--- src/epg_pkg.sv ---
// ----------------------------------------------------------------------------
// epg_pkg - shared types and constants for the gap material block
// Op codes, register indexes, unit request/response words, reset values.
// ----------------------------------------------------------------------------
`default_nettype none

package epg_pkg;

  localparam int STRAIN_FRAC_BITS = 24;
  localparam int STRESS_FRAC_BITS = 8;
  localparam int RATIO_FRAC_BITS  = 16;

  localparam int DIV_Q_BITS = 33;
  localparam int S2S_STEPS  = 32;
  localparam int RL_STEPS   = 33;
  localparam int MUL_STEPS  = 31;

  localparam logic [33:0] Q_CLAMP   = 34'(1) << 33;
  localparam logic [16:0] RATIO_ONE = 17'(1) << RATIO_FRAC_BITS;

  localparam logic [30:0] MOD_RESET   = 31'd51200000;
  localparam logic [30:0] FY_RESET    = 31'd64000;
  localparam logic [30:0] GAP_RESET   = 31'd0;
  localparam logic [15:0] RATIO_RESET = 16'd0;
  localparam logic        TENS_RESET  = 1'b1;

  // window after reset: gap is zero and the gap acts in tension
  localparam logic signed [31:0] LOWER_RESET   = 32'(GAP_RESET);
  localparam logic signed [31:0] UPPER_RESET   =
    32'((64'(FY_RESET) << STRAIN_FRAC_BITS) / 64'(MOD_RESET));
  localparam logic signed [31:0] TANGENT_RESET = 32'(MOD_RESET);

  localparam logic signed [35:0] SAT_MAX = 36'sh0_7FFF_FFFF;
  localparam logic signed [35:0] SAT_MIN = 36'shF_8000_0000;

  typedef enum logic [1:0] {
    OP_TRIAL,
    OP_COMMIT,
    OP_REVERT,
    OP_INIT
  } epg_op_t;

  typedef enum logic [2:0] {
    CFG_MODULUS,
    CFG_YIELD,
    CFG_GAP,
    CFG_RATIO,
    CFG_MODE
  } epg_cfg_idx_t;

  typedef struct packed {
    logic               start;
    logic               reload;
    logic signed [33:0] x;
    logic [30:0]        divisor;
  } epg_div_req_t;

  typedef struct packed {
    logic               done;
    logic signed [34:0] q;
  } epg_div_rsp_t;

  typedef struct packed {
    logic               start;
    logic signed [33:0] d;
    logic [30:0]        b;
  } epg_mul_req_t;

  typedef struct packed {
    logic               done;
    logic signed [31:0] p;
  } epg_mul_rsp_t;

  function automatic logic signed [31:0] sat32(input logic signed [35:0] v);
    logic signed [31:0] r;
    if (v > SAT_MAX) begin
      r = 32'sh7FFF_FFFF;
    end else if (v < SAT_MIN) begin
      r = 32'sh8000_0000;
    end else begin
      r = v[31:0];
    end
    return r;
  endfunction

endpackage

`default_nettype wire

--- src/epg_div.sv ---
// ----------------------------------------------------------------------------
// epg_div - bit-serial restoring divider
// Signed dividend scaled by 2^24 (strain mode) or 2^16 (reload mode),
// one quotient bit per cycle, truncation toward zero, overflow clamp.
// ----------------------------------------------------------------------------
`default_nettype none

module epg_div (
  input  logic                  clk,
  input  logic                  rst_n,
  input  epg_pkg::epg_div_req_t req,
  output epg_pkg::epg_div_rsp_t rsp
);
  import epg_pkg::*;

  localparam int SW = STRAIN_FRAC_BITS;
  localparam int RW = RATIO_FRAC_BITS;

  typedef enum logic [1:0] {D_IDLE, D_CHECK, D_RUN, D_FIN} div_state_t;

  div_state_t            state_r;
  logic                  neg_r;
  logic                  ovf_r;
  logic [30:0]           rem_r;
  logic [30:0]           dvs_r;
  logic [DIV_Q_BITS-1:0] bits_r;
  logic [DIV_Q_BITS-1:0] quo_r;
  logic [5:0]            cnt_r;
  epg_div_rsp_t          rsp_r;

  logic [33:0]    mag;
  logic [31+SW:0] dvd_s;
  logic [33+RW:0] dvd_l;
  logic [31:0]    part;
  logic           ge;
  logic [33:0]    mag_c;

  always_comb begin
    mag   = req.x[33] ? 34'(~req.x + 34'd1) : 34'(req.x);
    dvd_s = {mag[31:0], {SW{1'b0}}};
    dvd_l = {mag, {RW{1'b0}}};
    part  = {rem_r, bits_r[DIV_Q_BITS-1]};
    ge    = part >= {1'b0, dvs_r};
    mag_c = ovf_r ? Q_CLAMP : {1'b0, quo_r};
  end

  always_ff @(posedge clk) begin
    if (!rst_n) begin
      state_r <= D_IDLE;
      rsp_r   <= '0;
    end else begin
      rsp_r.done <= 1'b0;
      unique case (state_r)
        D_IDLE: begin
          if (req.start) begin
            neg_r <= req.x[33];
            dvs_r <= req.divisor;
            quo_r <= '0;
            if (req.reload) begin
              rem_r  <= 31'(dvd_l[33+RW:33]);
              bits_r <= dvd_l[32:0];
              cnt_r  <= 6'(RL_STEPS);
            end else begin
              rem_r  <= 31'(dvd_s[31+SW:32]);
              bits_r <= {dvd_s[31:0], 1'b0};
              cnt_r  <= 6'(S2S_STEPS);
            end
            state_r <= D_CHECK;
          end
        end
        D_CHECK: begin
          ovf_r   <= rem_r >= dvs_r;
          state_r <= D_RUN;
        end
        D_RUN: begin
          rem_r  <= ge ? 31'(part - {1'b0, dvs_r}) : part[30:0];
          bits_r <= {bits_r[DIV_Q_BITS-2:0], 1'b0};
          quo_r  <= {quo_r[DIV_Q_BITS-2:0], ge};
          cnt_r  <= 6'(cnt_r - 6'd1);
          if (cnt_r == 6'd1) begin
            state_r <= D_FIN;
          end
        end
        D_FIN: begin
          rsp_r.done <= 1'b1;
          rsp_r.q    <= neg_r ? -$signed({1'b0, mag_c}) : $signed({1'b0, mag_c});
          state_r    <= D_IDLE;
        end
      endcase
    end
  end

  assign rsp = rsp_r;

endmodule

`default_nettype wire

--- config.mk ---
export PLATFORM = sky130hd
export DESIGN_NAME = epg_div
export DESIGN_NICKNAME = d
export VERILOG_FILES = /design/src/epg_pkg.sv /design/src/epg_div.sv
export SDC_FILE = /design/constraint.sdc
export NUM_CORES = 1
export LEC_CHECK = 0
export BUFFER_PORTS_ARGS = -buffer_cell sky130_fd_sc_hd__buf_2
export CAP_MARGIN = 25
export CORE_MARGIN = 2
export CORE_UTILIZATION = 65
export CTS_CLUSTER_SIZE = 16
export DETAILED_ROUTE_END_ITERATION = 8
export HOLD_SLACK_MARGIN = 0.05
export PLACE_DENSITY = 0.87
export SYNTH_ARGS = -nofsm -noshare
export SYNTH_HDL_FRONTEND = slang
export SYNTH_SLANG_ARGS = --single-unit
export TNS_END_PERCENT = 30
--- constraint.sdc ---
create_clock -name clk -period 12.7 [get_ports clk]
set_input_delay 1.27 -clock clk [delete_from_list [all_inputs] [get_ports clk]]
set_output_delay 1.27 -clock clk [all_outputs]
set_load 0.01 [all_outputs]
==> impl_metrics.csv <==
group,metric,value,unit
route,detail_route.wl_per_cell,17.8,um
synth,ys_ff_latch,158,
timing,rsz0062_at_grt,"no",
layout,fin_nets,1331,
layout,area_growth,11.8,%
timing,finalMaxSlewViolations,0,
cts,clock_latency,0.44,ns
timing,relSlewSlack,32.3,%
floorplanning,die-area,0.0171,mm^2
cts,cts_sinks,158,
layout,drive_gt1_share,14.2,%
timing,finalCritPeriodShare,28.9,%
route,drt_iter0_markers,1057,
route,drt_wl_total,25.3,mm
cts,ctsHoldBuffers,0,
floorplanning,start_util,66.2,%
floorplanning,die_y,131,um
critical_path,worstSetupPathType,"reg2reg",
cts,post_cts_resize_count,0,
timing,finalSetupTns,0,ns
timing,setup_viol,0,
synth,async_flop_share,0,%
placement,gp_congestion,0.933,
critical_path,path_max_fanout,26,
route,num_vias,8875,
placement,hpwl,18.0,mm
timing,finalCriticalPeriod,3.67,ns
hold_path,min_path_cells,2,
power,p_int,1.28,mW
critical_path,r2r_slack,9.03,ns
critical_path,cp_data_arrival_time,3.86,ns
synth,synthTopCellsByCount,"edfxtp_1 (120), nor2_1 (106), nand2_1 (95)",
hold_path,whs_endpoint,"rsp[34]",
timing,holdWs,0.465,ns
power,power_switching_share,39.2,%
synth,yosys.area.top_type_share,34.5,%
grt,grt-ovfl-total,0,
synth,synth_nets,1257,
timing,clock.fmax,0.273,GHz
grt,antenna_found_initial,0,
power,seq_power_share,37.1,%
cts,cts_buffers,17,
critical_path,r2r-end,"rem_r[1]",
cts,cts.clk_slew.worst_paths,0.07,ns
floorplanning,rows,46,
grt,grt_use_total,30.2,%
hold_path,hp-start,"rsp[34]",
cts,clockBufferDepth,2,
job,max-cap-violations,0,
power,combPwrFrac,40.1,%
synth,synth_area_leaders,"edfxtp_1 (35%), ha_1 (8.4%), dfxtp_1 (7.3%)",
placement,place_area,0.0111,mm^2
timing,fin_ws,9.03,ns
synth,yosysMostFrequentCell,"edfxtp_1",
grt,grt_max_degree,104,
placement,pre_cts_slack,8.87,ns
power,fin_total_pwr,2.11,mW
power,power.leakage,4.81,nW
route,drtAntennaViolNets,0,
cts,htreeDepth,4,
floorplanning,io_pins,105,
run_status,status,"completed",
critical_path,worstPathRequired,12.89,ns
synth,ys_seq_area_share,41.8,%
hold_path,hold_class,"reg2reg",
synth,synth_warnings,0,
grt,grt_pass1_wl,40.3,mm
power,clkPwrFrac,22.9,%
power,power_density,181,mW/mm^2
layout,design_area,0.0117,mm^2
cts,cts_tree,"done",
timing,hold_viol,0,
layout,fill_cells,1176,
synth,synth_cell_types,72,
timing,worst-slew-pin-transition,1.02,ns
synth,synth-edff-count,120,
power,peakVddDrop,0.127,mV
critical_path,r2r_cells,9,
power,p_switching,827,uW
route,drtPass1Iterations,7,
route,drcViolationCount,0,
synth,synthCells,1117,
route,avgViaCountPerCell,6.25,
timing,clock_skew,0.0155,ns
critical_path,worstReg2RegStart,"rem_r[24]",
critical_path,end_kind,"flip-flop",
grt,grt_pass1_vias,8122,
floorplanning,die_w,131,um
synth,ys.flop_type,"edfxtp_1",
synth,synth_area,0.0104,mm^2
layout,num_antenna_cells,0,
synth,syn_avg_cell_area,9.35,um^2
placement,portBuffers,104,
floorplanning,coreArea,0.0158,mm^2
cts,root_buffer,"clkbuf_16",
synth,synth_top_cell_by_area,"edfxtp_1",
critical_path,start_kind,"flip-flop",
cts,post-cts-setup-buffer-count,0,
## flip-flops by register name, summed over array words and instances (netlist names)
signal,count
cnt_r,6
rsp,36
quo_r,33
dvs_r,31
ovf_r,1
neg_r,1
state_r,2
bits_r,17
rem_r,31
## power by group through the flow
stage,clock [mW],sequential (mW),combinational (mW)
final,0.483,0.782,0.845
after global routing,0.509,0.791,0.933
after CTS,0.488,0.780,0.822
after detailed placement,0,0.789,0.810
after global placement,0,0.786,0.784
after floorplan,0,0.771,0.617
## cells by family after synthesis
group           Yosys count  synth area share [%]
mux                      30                  2.90
flops                   158                  41.8
xor+xnor                 81                  6.80
compound gates          294                  18.1
simple gates            366                  17.5
fa+ha+maj                71                  8.58
buf+inv                 117                  4.31
## final cells by class
cell class                      count  area [um^2]  area share [%]
Multi-Input combinational cell    842         5640            48.3
Sequential cell                   158         4360            37.4
Timing Repair Buffer              111          613            5.25
Clock buffer                       17          425            3.65
Tap cell                          216          270            2.32
Inverter                           61          229            1.96
Clock inverter                     15          128            1.09
## per-layer routing
| metal | vias up | GRT usage (%) | routed length, um |
|---|---|---|---|
| li1 | 4206 | - | - |
| met1 | 4088 | 40.8 | 10400 |
| met2 | 494 | 48.6 | 12000 |
| met3 | 87 | 5.29 | 2050 |
| met4 | 0 | 12.2 | 948 |
| met5 | - | 0 | 0 |
## layout by cell type, fill, tap and decap left out, types with 5 or more instances in the layout
cell type / netlist / final
o22ai_1: 6 / 6
a211oi_1: 22 / 22
nor3_1: 16 / 16
and2_1: 30 / 30
o21ai_1: 7 / 7
buf_2: 9 / 104
dfxtp_1: 38 / 38
inv_6: 0 / 7
o21ai_0: 68 / 68
xnor2_1: 45 / 45
o31ai_1: 8 / 8
inv_1: 60 / 60
clkbuf_16: 0 / 17
o211ai_1: 7 / 7
nor2_1: 106 / 105
nand2b_1: 35 / 35
nand2_1: 95 / 95
a21o_1: 27 / 27
mux2i_1: 28 / 28
nand3_1: 17 / 17
nor4_1: 6 / 6
ha_1: 70 / 68
xor2_1: 36 / 36
edfxtp_1: 120 / 120
a22o_1: 7 / 7
nand4_1: 18 / 18
o21a_1: 8 / 8
a21oi_1: 68 / 68
o21bai_1: 5 / 5
a31oi_1: 28 / 28
nor2b_1: 12 / 12
buf_4: 0 / 5
## worst max-delay path, stage by stage (launching register included)
cell	delay, ns
edfxtp_1	0.46
ha_1	0.39
and2_1	0.21
nand3_1	0.14
nor3_1	0.11
a2111oi_0	0.50
o21a_1	0.30
and2_1	0.83
o21ai_0	0.25
a21o_1	0.23
## stage by stage
step           cells  utilization (%)
2_1_floorplan   1117                -
3_3_place_gp    1386             70.1
3_5_place_dp    1386             70.1
4_1_cts         1418             73.6
5_1_grt         1420             74.0
6_report        1420             74.0
## how the worst max path moves through the flow
stage | start | endpoint | depth (start not counted)
floorplan | rst_n | bits_r[16] | 3
CTS | dvs_r[0] | rem_r[14] | 11
global placement | rst_n | rem_r[26] | 4
global route | rem_r[24] | rem_r[1] | 9
detailed placement | rst_n | rem_r[26] | 4
finish | rem_r[24] | rem_r[1] | 9
No activity file was read; power rests on OpenSTA's default activity.
