**config.mk**
```make
export PLATFORM = sky130hd
export DESIGN_NAME = epg_mul
export DESIGN_NICKNAME = d
export VERILOG_FILES = /design/src/epg_pkg.sv /design/src/epg_mul.sv
export SDC_FILE = /design/constraint.sdc
export NUM_CORES = 1
export LEC_CHECK = 0
export ABC_AREA = 1
export BUFFER_PORTS_ARGS = -buffer_cell sky130_fd_sc_hd__buf_2
export CELL_PAD_IN_SITES_DETAIL_PLACEMENT = 1
export CELL_PAD_IN_SITES_GLOBAL_PLACEMENT = 2
export CORE_ASPECT_RATIO = 1.75
export CORE_MARGIN = 1.5
export CORE_UTILIZATION = 38
export CTS_BUF_LIST = sky130_fd_sc_hd__clkbuf_4 sky130_fd_sc_hd__clkbuf_8
export DETAILED_ROUTE_END_ITERATION = 10
export HOLD_SLACK_MARGIN = 0.03
export PLACE_DENSITY_LB_ADDON = 0.1
export SLEW_MARGIN = 30
export SYNTH_ARGS = -nofsm -noshare
export SYNTH_HDL_FRONTEND = slang
export SYNTH_SLANG_ARGS = --single-unit
```
**constraint.sdc**
```tcl
create_clock -name clk -period 8 [get_ports clk]
set_input_delay 1.2 -clock clk [delete_from_list [all_inputs] [get_ports clk]]
set_output_delay 1.2 -clock clk [all_outputs]
set_load 0.01 [all_outputs]
```
**src/epg_pkg.sv**
```systemverilog
// ----------------------------------------------------------------------------
// epg_pkg - shared types and constants for the gap material block
// Op codes, register indexes, unit request/response words, reset values.
// ----------------------------------------------------------------------------
`default_nettype none

package epg_pkg;

  localparam int STRAIN_FRAC_BITS = 24;
  localparam int STRESS_FRAC_BITS = 8;
  localparam int RATIO_FRAC_BITS  = 16;

  localparam int DIV_Q_BITS = 33;
  localparam int S2S_STEPS  = 32;
  localparam int RL_STEPS   = 33;
  localparam int MUL_STEPS  = 31;

  localparam logic [33:0] Q_CLAMP   = 34'(1) << 33;
  localparam logic [16:0] RATIO_ONE = 17'(1) << RATIO_FRAC_BITS;

  localparam logic [30:0] MOD_RESET   = 31'd51200000;
  localparam logic [30:0] FY_RESET    = 31'd64000;
  localparam logic [30:0] GAP_RESET   = 31'd0;
  localparam logic [15:0] RATIO_RESET = 16'd0;
  localparam logic        TENS_RESET  = 1'b1;

  // window after reset: gap is zero and the gap acts in tension
  localparam logic signed [31:0] LOWER_RESET   = 32'(GAP_RESET);
  localparam logic signed [31:0] UPPER_RESET   =
    32'((64'(FY_RESET) << STRAIN_FRAC_BITS) / 64'(MOD_RESET));
  localparam logic signed [31:0] TANGENT_RESET = 32'(MOD_RESET);

  localparam logic signed [35:0] SAT_MAX = 36'sh0_7FFF_FFFF;
  localparam logic signed [35:0] SAT_MIN = 36'shF_8000_0000;

  typedef enum logic [1:0] {
    OP_TRIAL,
    OP_COMMIT,
    OP_REVERT,
    OP_INIT
  } epg_op_t;

  typedef enum logic [2:0] {
    CFG_MODULUS,
    CFG_YIELD,
    CFG_GAP,
    CFG_RATIO,
    CFG_MODE
  } epg_cfg_idx_t;

  typedef struct packed {
    logic               start;
    logic               reload;
    logic signed [33:0] x;
    logic [30:0]        divisor;
  } epg_div_req_t;

  typedef struct packed {
    logic               done;
    logic signed [34:0] q;
  } epg_div_rsp_t;

  typedef struct packed {
    logic               start;
    logic signed [33:0] d;
    logic [30:0]        b;
  } epg_mul_req_t;

  typedef struct packed {
    logic               done;
    logic signed [31:0] p;
  } epg_mul_rsp_t;

  function automatic logic signed [31:0] sat32(input logic signed [35:0] v);
    logic signed [31:0] r;
    if (v > SAT_MAX) begin
      r = 32'sh7FFF_FFFF;
    end else if (v < SAT_MIN) begin
      r = 32'sh8000_0000;
    end else begin
      r = v[31:0];
    end
    return r;
  endfunction

endpackage

`default_nettype wire

```
**src/epg_mul.sv**
```systemverilog
// ----------------------------------------------------------------------------
// epg_mul - bit-serial shift-add multiplier
// Signed strain times unsigned stiffness, one multiplier bit per cycle,
// scaled down by 2^24 with magnitude truncation and 32-bit saturation.
// ----------------------------------------------------------------------------
`default_nettype none

module epg_mul (
  input  logic                  clk,
  input  logic                  rst_n,
  input  epg_pkg::epg_mul_req_t req,
  output epg_pkg::epg_mul_rsp_t rsp
);
  import epg_pkg::*;

  localparam int SW = STRAIN_FRAC_BITS;

  typedef enum logic [1:0] {M_IDLE, M_RUN, M_FIN} mul_state_t;

  mul_state_t   state_r;
  logic         neg_r;
  logic [33:0]  m_r;
  logic [33:0]  acc_r;
  logic [30:0]  b_r;
  logic [4:0]   cnt_r;
  epg_mul_rsp_t rsp_r;

  logic [33:0] mag;
  logic [34:0] sum;
  logic [64:0] prod;
  logic [31:0] mag_raw;
  logic        big;
  logic [31:0] mag32;

  always_comb begin
    mag     = req.d[33] ? 34'(~req.d + 34'd1) : 34'(req.d);
    sum     = {1'b0, acc_r} + (b_r[0] ? {1'b0, m_r} : 35'd0);
    prod    = {acc_r, b_r};
    mag_raw = prod[31+SW:SW];
    big     = (|prod[64:32+SW]) || (mag_raw[31] && (|mag_raw[30:0]));
    mag32   = big ? 32'h8000_0000 : mag_raw;
  end

  always_ff @(posedge clk) begin
    if (!rst_n) begin
      state_r <= M_IDLE;
      rsp_r   <= '0;
    end else begin
      rsp_r.done <= 1'b0;
      unique case (state_r)
        M_IDLE: begin
          if (req.start) begin
            neg_r   <= req.d[33];
            m_r     <= mag;
            acc_r   <= '0;
            b_r     <= req.b;
            cnt_r   <= 5'(MUL_STEPS);
            state_r <= M_RUN;
          end
        end
        M_RUN: begin
          acc_r <= sum[34:1];
          b_r   <= {sum[0], b_r[30:1]};
          cnt_r <= 5'(cnt_r - 5'd1);
          if (cnt_r == 5'd1) begin
            state_r <= M_FIN;
          end
        end
        M_FIN: begin
          rsp_r.done <= 1'b1;
          if (neg_r) begin
            rsp_r.p <= -$signed(mag32);
          end else begin
            rsp_r.p <= mag32[31] ? 32'sh7FFF_FFFF : $signed(mag32);
          end
          state_r <= M_IDLE;
        end
        default: state_r <= M_IDLE;
      endcase
    end
  end

  assign rsp = rsp_r;

endmodule

`default_nettype wire

```
==> impl_metrics.sql, run 1 <==
INSERT INTO impl_metrics (metric_group, metric, value, unit) VALUES
('flow_run', 'max_cap_viol_count', '0', ''),
('logic_synthesis', 'synthDominantCellAreaShare', '34.2', '%'),
('critical_path', 'critical_path_endpoint', 'acc_r[29]$_SDFFCE_PN0P_', ''),
('logic_synthesis', 'yosys_warnings', '0', ''),
('logic_synthesis', 'postSynthCellCount', '1230', ''),
('clocking', 'cts_root_buffer', 'clkbuf_8', ''),
('die', 'dieWidth', '121', 'um'),
('logic_synthesis', 'synth-edff-count', '105', ''),
('logic_synthesis', 'synth_xor_xnor_area_share', '2.95', '%'),
('logic_synthesis', 'area_fraction_in_compound_gates_after_synthesis', '16.2', '%'),
('sta', 'count_of_endpoints_failing_setup_in_the_final_report', '0', ''),
('sta', 'finalMaxSlewViolations', '0', ''),
('logic_synthesis', 'asyncSetResetFlopFracSynth', '0', '%'),
('logic_synthesis', 'yosys.area_share.simple', '25.4', '%'),
('place', 'numPortBuffers', '100', ''),
('die', 'core.rowCount', '75', ''),
('logic_synthesis', 'synth_fa_ha_area_share', '5.38', '%'),
('logic_synthesis', 'synthesis.area', '0.00921', 'mm2'),
('die', 'io_pins', '101', ''),
('global_route', 'grt_first_pass_wirelength', '44.6', 'mm'),
('cells_and_area', 'nets', '1425', ''),
('pwr', 'worst_ir_drop_vdd', '0.0919', 'mV'),
('pwr', 'pwr_density_cell', '166', 'mW/mm2'),
('global_route', 'grt_antenna_before_repair', '0', ''),
('critical_path', 'timing.critical_path.required', '8250', 'ps'),
('pwr', 'total_power', '0.00172', 'W'),
('cells_and_area', 'sequential_cell_area', '0.00385', 'mm2'),
('cells_and_area', 'multi_input_area', '0.00463', 'mm2'),
('critical_path', 'critical_r2r_launch', 'b_r[0]$_DFFE_PP_', ''),
('clocking', 'cts.sink_count', '140', ''),
('routing', 'drt-initial-drc-count', '309', ''),
('global_route', 'globalRouteTotalUtil', '22.6', '%'),
('cells_and_area', 'area_overhead_vs_synth', '12.7', '%'),
('clocking', 'cts_buffers', '17', ''),
('routing', 'routed-via-count', '8533', ''),
('routing', 'post-route-drc-count', '0', ''),
('logic_synthesis', 'synth_top_family_by_area', 'simple AND/OR/NAND/NOR gates', ''),
('sta', 'setup_total_negative_slack', '0', 'ps'),
('worst_hold_path', 'worst_hold_path.num_cells', '2', ''),
('sta', 'worst_slew_margin_rel', '34.9', '%'),
('clocking', 'post_cts.resized_instances', '0', ''),
('global_route', 'grt_start_max_net_pins', '71', ''),
('critical_path', 'cp-start-kind', 'flip-flop', ''),
('routing', 'drt-pass1-iter-count', '4', ''),
('place', 'routabilityCongestion', '0.834', ''),
('logic_synthesis', 'post-synth-top-count-cell', 'nand2_1', ''),
('critical_path', 'reg2reg_setup_slack', '4550', 'ps'),
('sta', 'clock.fmax', '290', 'MHz'),
('cells_and_area', 'layout-drive-gt1-share', '11.6', '%'),
('critical_path', 'crit_path_end_kind', 'flip-flop', ''),
('sta', 'minimum_period_implied_by_the_final_worst_setup_slack', '3450', 'ps'),
('routing', 'route.detailed.vias_per_inst', '5.21', ''),
('cells_and_area', 'layout.filler_cells', '3073', ''),
('outcome', 'outcome', 'finished clean', ''),
('logic_synthesis', 'synth.area.top_cells', 'edfxtp_1, nand2_1, dfxtp_1', ''),
('logic_synthesis', 'yosys-top-cells-count', 'nand2_1, inv_1, nor2_1, a21oi_1, edfxtp_1', ''),
('sta', 'finalClockSkew', '10.6', 'ps'),
('logic_synthesis', 'ys_seq_elements', '140', ''),
('clocking', 'tritoncts', 'yes', ''),
('pwr', 'power_leakage', '4.87', 'nW'),
('critical_path', 'worst_r2r_path_depth', '19', ''),
('logic_synthesis', 'synth_mux_area_share', '0', '%'),
('critical_path', 'path_class', 'reg2reg', ''),
('die', 'core_area', '0.0239', 'mm2'),
('logic_synthesis', 'post_synth.cell_area_avg', '7.49', 'um2'),
('global_route', 'globalRouteOverflowTotal', '0', ''),
('routing', 'drt.antenna.violating_nets', '0', ''),
('critical_path', 'worst-endpoint-arrival', '3700', 'ps'),
('global_route', 'via_count_of_the_first_global_routing_pass', '8838', ''),
('clocking', 'clk_pin_slew_worst_paths', '80', 'ps'),
('die', 'die_h', '209', 'um');
-- metrics by stage --
step / setup WS (ps) / util (%) / hold WS [ps] / std cells / area, um2
after global placement: 4640 / 41.7 / 451 / 1606 / 9980
final: 4550 / 43.4 / 464 / 1637 / 10400
after CTS: 4510 / 43.2 / 466 / 1636 / 10300
after detailed placement: 4520 / 41.7 / 453 / 1606 / 9980
after global routing: 4160 / 43.4 / 489 / 1637 / 10400
after floorplan: 2610 / - / 490 / 1230 / 9210
-- worst max-delay path, stage by stage (launching register included) --
cell	delay, ps
edfxtp_1	320
buf_4	300
nand2_1	120
inv_1	70
ha_1	210
inv_1	90
fa_1	400
nand3b_1	180
nand2_1	140
a21oi_1	90
inv_1	90
nand2_1	60
nand2_1	90
nand2_1	60
nand2_1	100
a21oi_1	160
o21ai_0	390
a21oi_1	150
nor2_1	120
nor2_1	60
-- layer usage --
metal  share of wire [%]  wire [um]  GRT usage, %
met4                 4.3       1180          12.1
met2                  55      15000          42.5
met1                  39      10500          24.1
met3                 2.2        603          2.84
met5                   0          0             0
-- final cells by class --
cell class | count | area share, %
Multi-Input combinational cell | 904 | 44.6
Clock inverter | 12 | 1.22
Timing Repair Buffer | 109 | 5.67
Clock buffer | 18 | 2.33
Tap cell | 308 | 3.71
Inverter | 146 | 5.28
Sequential cell | 140 | 37.1
-- power by group --
| group | switching (W) | leakage (nW) | internal [W] | total [W] |
|---|---|---|---|---|
| clock | 0.000288 | 0.167 | 0.000273 | 0.000561 |
| combinational | 0.000200 | 3.44 | 0.0000969 | 0.000296 |
| sequential | 0.0000341 | 1.27 | 0.000831 | 0.000865 |
-- placed cells by master (no fill, tap or decap), types with 2 or more instances in the layout --
cell type / n
a21o_1: 3
a21oi_1: 105
a21oi_2: 2
a31oi_1: 14
buf_2: 100
buf_4: 8
bufinv_16: 2
clkbuf_8: 17
clkinv_1: 3
clkinvlp_4: 6
dfxtp_1: 35
edfxtp_1: 105
ha_1: 38
inv_1: 145
nand2_1: 336
nand2_2: 2
nand3_1: 57
nand3b_1: 4
nand4_1: 19
nor2_1: 130
nor2_2: 3
nor2_4: 2
nor3_1: 12
nor4_1: 4
o211ai_1: 7
o21a_1: 9
o21ai_0: 81
o21ai_1: 6
o21ai_2: 2
o221ai_1: 5
o31ai_1: 10
o41ai_1: 8
o41ai_2: 2
xnor2_1: 14
xor2_1: 17
-- logic make-up (layout without fill, tap and decap cells) --
family / count (synthesis) / after routing
simple gates: 574 / 574
compound gates: 260 / 260
buf+inv: 186 / 285
flops: 140 / 140
xor+xnor: 31 / 31
fa+ha+maj: 39 / 39
-- how the worst min path moves through the flow --
stage / endpoint / from / slack (ps)
finish: rsp[4]$_SDFFE_PN0P_ / rsp[4]$_SDFFE_PN0P_ / 460
global route: rsp[13]$_SDFFE_PN0P_ / rsp[13]$_SDFFE_PN0P_ / 490
CTS: rsp[4]$_SDFFE_PN0P_ / rsp[4]$_SDFFE_PN0P_ / 470
detailed placement: rsp[4]$_SDFFE_PN0P_ / rsp[4]$_SDFFE_PN0P_ / 450
global placement: rsp[29]$_SDFFE_PN0P_ / rsp[29]$_SDFFE_PN0P_ / 450
floorplan: rsp[10]$_SDFFE_PN0P_ / rsp[10]$_SDFFE_PN0P_ / 490
-- flip-flops by register name, summed over array words and instances (netlist names) --
signal / flops
acc_r: 34
b_r: 31
cnt_r: 5
m_r: 34
neg_r: 1
rsp: 33
state_r: 2
(Power assumes the default switching activity.)
==> inputs of run 2 (changes only) <==
- CORE_UTILIZATION: 38 -> 32
- clock period: 8 -> 2.9 ns (I/O delays scaled with it)
==> run 2 against run 1 <==
  * Clock skew increased by 11 ps
  * Sequential cell count unchanged
  * Via count grew 3.2%
  * Core utilization down 4.1 points
  * Critical endpoint is now acc_r[25]$_SDFFCE_PN0P_
  * Highest routed layer unchanged
==> impl_metrics.sql, run 2 (same netlist as run 1, synthesis figures left out) <==
INSERT INTO impl_metrics (metric_group, metric, value, unit) VALUES
('outcome', 'outcome', 'finished clean', ''),
('global_route', 'via_count_of_the_first_global_routing_pass', '8997', ''),
('die', 'initial_utilization', '32.3', '%'),
('clocking', 'tritoncts', 'yes', ''),
('sta', 'finalMaxSlewViolations', '0', ''),
('sta', 'period_share', '95.4', '%'),
('sta', 'finalClockSkew', '21.3', 'ps'),
('routing', 'drt.antenna.violating_nets', '0', ''),
('sta', 'tightestPinTransition', '956', 'ps'),
('routing', 'drt-initial-drc-count', '326', ''),
('global_route', 'grt_first_pass_wirelength', '47.3', 'mm'),
('critical_path', 'cp-start-kind', 'flip-flop', ''),
('pwr', 'clockPowerShare', '32.9', '%'),
('sta', 'worst_slew_margin_rel', '35.5', '%'),
('pwr', 'total_power', '0.00501', 'W'),
('die', 'core.rowCount', '82', ''),
('routing', 'routed_wirelength', '29.9', 'mm'),
('cells_and_area', 'final_design_area_no_fill', '0.0112', 'mm2'),
('critical_path', 'worst-endpoint-arrival', '3020', 'ps'),
('critical_path', 'worstPathCellList', 'buf_4 > nand2_1 > inv_1 > ha_1 > a21oi_2 > nand2_2 > a21oi_1 > inv_1 > nand2_1 > nand2_1 > nand2_1 > nand2_1 > a21oi_2 > o21ai_1 > buf_4 > o21ai_0 > a21oi_1', ''),
('die', 'core_area', '0.0285', 'mm2'),
('clocking', 'clock_tree.buffer_depth', '2', ''),
('worst_hold_path', 'worstHoldPathType', 'in2reg', ''),
('clocking', 'cts_buffers', '17', ''),
('routing', 'drt-pass1-iter-count', '4', ''),
('critical_path', 'timing.critical_path.required', '3150', 'ps'),
('sta', 'count_of_endpoints_failing_setup_in_the_final_report', '0', ''),
('flow_run', 'max_cap_viol_count', '0', ''),
('pwr', 'pwr_density_cell', '447', 'mW/mm2'),
('sta', 'minimum_period_implied_by_the_final_worst_setup_slack', '2770', 'ps'),
('pwr', 'power_leakage', '5.32', 'nW'),
('routing', 'post-route-drc-count', '0', ''),
('die', 'io_pins', '101', ''),
('clocking', 'cts_root_buffer', 'clkbuf_8', ''),
('cells_and_area', 'area_overhead_vs_synth', '21.7', '%'),
('clocking', 'clk_pin_slew_worst_paths', '80', 'ps'),
('critical_path', 'path_buf_inv', '4', ''),
('pwr', 'pwr-share-comb', '20.1', '%'),
('sta', 'report.final.hold_viol_count', '0', ''),
('sta', 'setup_total_negative_slack', '0', 'ps'),
('critical_path', 'worst-path-max-fanout', '7', ''),
('pwr', 'worst_ir_drop_vdd', '0.296', 'mV'),
('die', 'die_area', '0.0298', 'mm2'),
('clocking', 'max_h_tree_level', '4', ''),
('place', 'postPlaceCellArea', '0.0107', 'mm2'),
('place', 'numPortBuffers', '100', ''),
('cells_and_area', 'layout-drive-gt1-share', '18.4', '%'),
('global_route', 'grt_antenna_before_repair', '0', ''),
('clocking', 'clk-insertion-delay-late', '500', 'ps'),
('routing', 'wire_per_inst', '16.7', 'um'),
('cells_and_area', 'leading_cell_types_in_the_layout_fill_and_taps_excluded', 'nand2_1, inv_1, nor2_1, edfxtp_1, buf_2', ''),
('clocking', 'cts.sink_count', '140', ''),
('cells_and_area', 'layout.cells.most_common', 'nand2_1', ''),
('pwr', 'seq_power_share', '47.0', '%'),
('place', 'post-dp-hpwl', '24.0', 'mm'),
('die', 'dieWidth', '131', 'um'),
('sta', 'clock.fmax', '362', 'MHz'),
('routing', 'routed-via-count', '8808', ''),
('critical_path', 'critical-path-top-delay-family', 'compound AO/OA/AOI/OAI gates', ''),
('pwr', 'switching_power', '0.00150', 'W'),
('pwr', 'switching_share', '30.0', '%'),
('die', 'die_h', '227', 'um'),
('place', 'dp_worst_setup_slack', '-281', 'ps'),
('global_route', 'grt_start_max_net_pins', '71', ''),
('critical_path', 'critical_path.most_common_cell', 'nand2_1', ''),
('global_route', 'globalRouteTotalUtil', '20.6', '%'),
('sta', 'timing.final.ws_setup', '134', 'ps'),
('critical_path', 'max_stage_delay', '460', 'ps'),
('sta', 'grt_setup_unrepaired', 'true', ''),
('critical_path', 'crit_path_end_kind', 'flip-flop', ''),
('critical_path', 'path_class', 'reg2reg', ''),
('cells_and_area', 'nets', '1504', ''),
('place', 'routabilityCongestion', '0.837', ''),
('global_route', 'globalRouteOverflowTotal', '0', ''),
('pwr', 'p_int', '0.00351', 'W'),
('routing', 'route.detailed.vias_per_inst', '4.92', ''),
('critical_path', 'critical_path.slowest_cell', 'edfxtp_1', '');
-- run 2: cell count changes in the layout (fill, tap and decap cells not counted), moves of 4 or more --
| cell | delta |
|---|---|
| nor2_1 | -4 |
| buf_12 | +4 |
| a21oi_1 | -7 |
| o21ai_0 | -7 |
| nand2_2 | +4 |
| o21ai_1 | +7 |
| buf_4 | +76 |
| a21oi_2 | +7 |
| nand2_1 | -4 |
| clkinvlp_4 | -5 |
-- run 2: path summary, 6_finish.rpt --
check	startpoint	to	slack, ps	cells after the start
hold / removal	req[31]	m_r[0]$_DFFE_PP_	180	1
setup / recovery	b_r[0]$_DFFE_PP_	acc_r[25]$_SDFFCE_PN0P_	130	17
hold reg to reg	rsp[26]$_SDFFE_PN0P_	rsp[26]$_SDFFE_PN0P_	460	2
setup reg to reg	b_r[0]$_DFFE_PP_	acc_r[25]$_SDFFCE_PN0P_	130	17
-- run 2: what timing repair did --
item,4_1_cts,5_1_grt
buffers inserted,0,3
setup endpoints to repair,5,18
hold buffers,0,0
pin swaps,0,7
gates resized for setup,3,28
-- run 2: through the flow --
step	hold WS, ps	util, %	std cells
after detailed placement	454	37.5	1753
after floorplan	490	-	1230
final	178	39.3	1789
after global routing	160	39.3	1788
after CTS	134	38.9	1785
after global placement	450	37.5	1753
-- run 2: cell type report --
cell class,count,area (um2)
fillers,3605,17300
multi-input cells,904,4720
flip-flops and latches,140,3850
repair buffers,188,1210
inverters,146,548
well taps,378,473
clock buffers,22,284
clock inverters,10,114
diodes,1,2.50
-- run 2: power by group through the flow --
stage                     Sequential [W]  Combinational [W]  Clock, W
after detailed placement         0.00240           0.000987         0
after floorplan                  0.00239           0.000559         0
after global routing             0.00236            0.00114   0.00177
after global placement           0.00239           0.000972         0
final                            0.00235            0.00101   0.00165
after CTS                        0.00235           0.000994   0.00172
-- run 2: per-layer routing --
layer | global-route usage [%] | wire, um | vias up
li1 | - | - | 4459
met1 | 21.2 | 11800 | 4172
met5 | 0 | 0 | -
met3 | 2.81 | 567 | 50
met2 | 40.1 | 16300 | 127
met4 | 11.3 | 1230 | 0
==> inputs of run 3 (changes only) <==
==> constraint.sdc (replaced) <==
create_clock -name clk -period 2.9 [get_ports clk]
set_input_delay 0.725 -clock clk [delete_from_list [all_inputs] [get_ports clk]]
set_output_delay 0.725 -clock clk [all_outputs]
set_load 0.01 [all_outputs]
==> run 3 against run 2 <==
  * Die area did not move
  * Register-to-register slack gained 70 ps
  * Sequential power hardly changed
  * Worst setup slack improved by 73 ps
  * Core utilization down 0.31 points
  * Critical path depth increased by 3
==> impl_metrics.sql, run 3 (same netlist as run 1, synthesis figures left out) <==
INSERT INTO impl_metrics (metric_group, metric, value, unit) VALUES
('global_route', 'grt_first_pass_wirelength', '46.8', 'mm'),
('routing', 'drt-initial-drc-count', '312', ''),
('cells_and_area', 'layout.cells.most_common', 'nand2_1', ''),
('sta', 'clock.fmax', '371', 'MHz'),
('cells_and_area', 'nets', '1491', ''),
('routing', 'wire_per_inst', '16.4', 'um'),
('clocking', 'clock_tree.buffer_depth', '2', ''),
('die', 'die_area', '0.0298', 'mm2'),
('sta', 'count_of_endpoints_failing_setup_in_the_final_report', '0', ''),
('routing', 'routed_wirelength', '29.2', 'mm'),
('routing', 'drt-pass1-iter-count', '4', ''),
('pwr', 'power_leakage', '5.23', 'nW'),
('sta', 'tightestPinTransition', '669', 'ps'),
('pwr', 'worst_ir_drop_vdd', '0.298', 'mV'),
('cells_and_area', 'final_design_area_no_fill', '0.0111', 'mm2'),
('critical_path', 'worst-path-max-fanout', '3', ''),
('die', 'die_h', '227', 'um'),
('sta', 'timing.final.ws_setup', '207', 'ps'),
('outcome', 'outcome', 'finished clean', ''),
('pwr', 'pwr_density_cell', '440', 'mW/mm2'),
('sta', 'minimum_period_implied_by_the_final_worst_setup_slack', '2690', 'ps'),
('sta', 'worst_slew_margin_rel', '55.4', '%'),
('place', 'numPortBuffers', '100', ''),
('global_route', 'met1_usage', '20.9', '%'),
('routing', 'routed-via-count', '8711', ''),
('global_route', 'globalRouteTotalUtil', '20.3', '%'),
('critical_path', 'crit_path_end_kind', 'flip-flop', ''),
('cells_and_area', 'layout.filler_cells', '3658', ''),
('critical_path', 'cp-start-kind', 'flip-flop', ''),
('worst_hold_path', 'worstHoldPathType', 'reg2reg', ''),
('global_route', 'via_count_of_the_first_global_routing_pass', '9086', ''),
('sta', 'finalClockSkew', '23.0', 'ps'),
('global_route', 'grt_start_max_net_pins', '62', ''),
('cells_and_area', 'leading_cell_types_in_the_layout_fill_and_taps_excluded', 'nand2_1, inv_1, nor2_1, edfxtp_1, buf_2', ''),
('place', 'dp_worst_setup_slack', '-141', 'ps'),
('cells_and_area', 'layout-drive-gt1-share', '18.1', '%'),
('clocking', 'max_h_tree_level', '4', ''),
('clocking', 'cts_buffers', '17', ''),
('critical_path', 'path_class', 'reg2reg', ''),
('die', 'dieWidth', '131', 'um'),
('critical_path', 'timing.critical_path.required', '3150', 'ps'),
('die', 'io_pins', '101', ''),
('clocking', 'cts_root_buffer', 'clkbuf_8', ''),
('global_route', 'grt.busiest_layer', 'met2', ''),
('place', 'place.detailed.instances', '1740', ''),
('place', 'routabilityCongestion', '0.826', ''),
('global_route', 'use_met3', '2.78', '%'),
('die', 'core_area', '0.0285', 'mm2'),
('flow_run', 'max_cap_viol_count', '0', ''),
('global_route', 'grt.met2_usage', '39.9', '%'),
('sta', 'report.final.hold_viol_count', '0', ''),
('cells_and_area', 'finish.utilization', '39.0', '%'),
('clocking', 'clk-insertion-delay-late', '500', 'ps'),
('global_route', 'globalRouteOverflowTotal', '0', ''),
('routing', 'post-route-drc-count', '0', ''),
('routing', 'drt.antenna.violating_nets', '0', ''),
('routing', 'route.detailed.vias_per_inst', '4.91', ''),
('cells_and_area', 'final_cells', '1775', ''),
('clocking', 'cts_hold_buf', '0', ''),
('global_route', 'grt_antenna_before_repair', '0', ''),
('place', 'postPlaceCellArea', '0.0106', 'mm2'),
('sta', 'period_share', '92.9', '%'),
('cells_and_area', 'area_overhead_vs_synth', '20.7', '%'),
('clocking', 'tritoncts', 'yes', ''),
('sta', 'finalMaxSlewViolations', '0', ''),
('clocking', 'clk_pin_slew_worst_paths', '80', 'ps'),
('clocking', 'cts.sink_count', '140', ''),
('die', 'initial_utilization', '32.3', '%'),
('critical_path', 'worst-endpoint-arrival', '2940', 'ps'),
('sta', 'hold_ws', '463', 'ps'),
('place', 'post-dp-hpwl', '23.3', 'mm'),
('cells_and_area', 'diodes', '0', ''),
('sta', 'grt_setup_unrepaired', 'true', ''),
('die', 'core.rowCount', '82', '');
## run 3: cell types whose count changed in the layout (fill, tap and decap cells not counted), sizes merged
cell	delta
clkinv	+2
bufinv	-1
clkinvlp	+1
buf	-13
inv	+2
diode	-1
clkbuf	-4
## run 3: metrics by stage
stage / TNS (ps) / total power, W
6_report: 0 / 0.00489
5_1_grt: -77.5 / 0.00518
4_1_cts: 0 / 0.00494
3_5_place_dp: -319 / 0.00335
3_3_place_gp: -271 / 0.00334
2_1_floorplan: 0 / 0.00295
## run 3: area by class of cell
type,instances,area [um2],share of cell area [%]
clock buffer,18,241,2.17
clock inverter,14,134,1.20
inverter,146,548,4.93
multi-input combinational,904,4760,42.8
sequential,140,3850,34.7
tap,378,473,4.25
timing repair buffer,175,1110,9.97
## run 3: routing by layer
metal  up-vias  part of all wire, %
li1       4441                    -
met1      4075                   39
met2       142                   55
met3        53                  2.2
met4         0                  4.0
met5         -                    0
## run 3: final timing paths
check | start | endpoint | slack, ps | depth (start not counted)
worst min-delay path | rsp[21]$_SDFFE_PN0P_ | rsp[21]$_SDFFE_PN0P_ | 460 | 2
worst max register to register | b_r[0]$_DFFE_PP_ | acc_r[29]$_SDFFCE_PN0P_ | 210 | 20
worst min register to register | rsp[21]$_SDFFE_PN0P_ | rsp[21]$_SDFFE_PN0P_ | 460 | 2
worst max-delay path | b_r[0]$_DFFE_PP_ | acc_r[29]$_SDFFCE_PN0P_ | 210 | 20
## run 3: repair_timing
item | CTS | global route
setup buffers | 0 | 3
setup endpoints to repair | 4 | 16
gates resized for setup | 2 | 37
pin swaps | 0 | 5
## run 3: power breakdown
group	switching [W]	leakage (nW)	internal, W
logic	0.000623	3.78	0.000360
clock network	0.000858	0.188	0.000699
registers	0.0000617	1.27	0.00229
## run 3: worst max-delay path, cell delays in order (launching register included)
cell      delay (ps)
edfxtp_1         450
nand2_2          110
inv_1             50
ha_1             200
inv_2             70
fa_2             200
nand3b_1         120
nand2_2           70
a21oi_1          130
inv_1             60
nand2_1           60
nand2_1           80
nand2_1           80
nand2_2           80
a21oi_2          180
o21ai_1           80
buf_4            150
a21oi_2          130
nand2_1           60
nand2_1           60
nor2_1            50
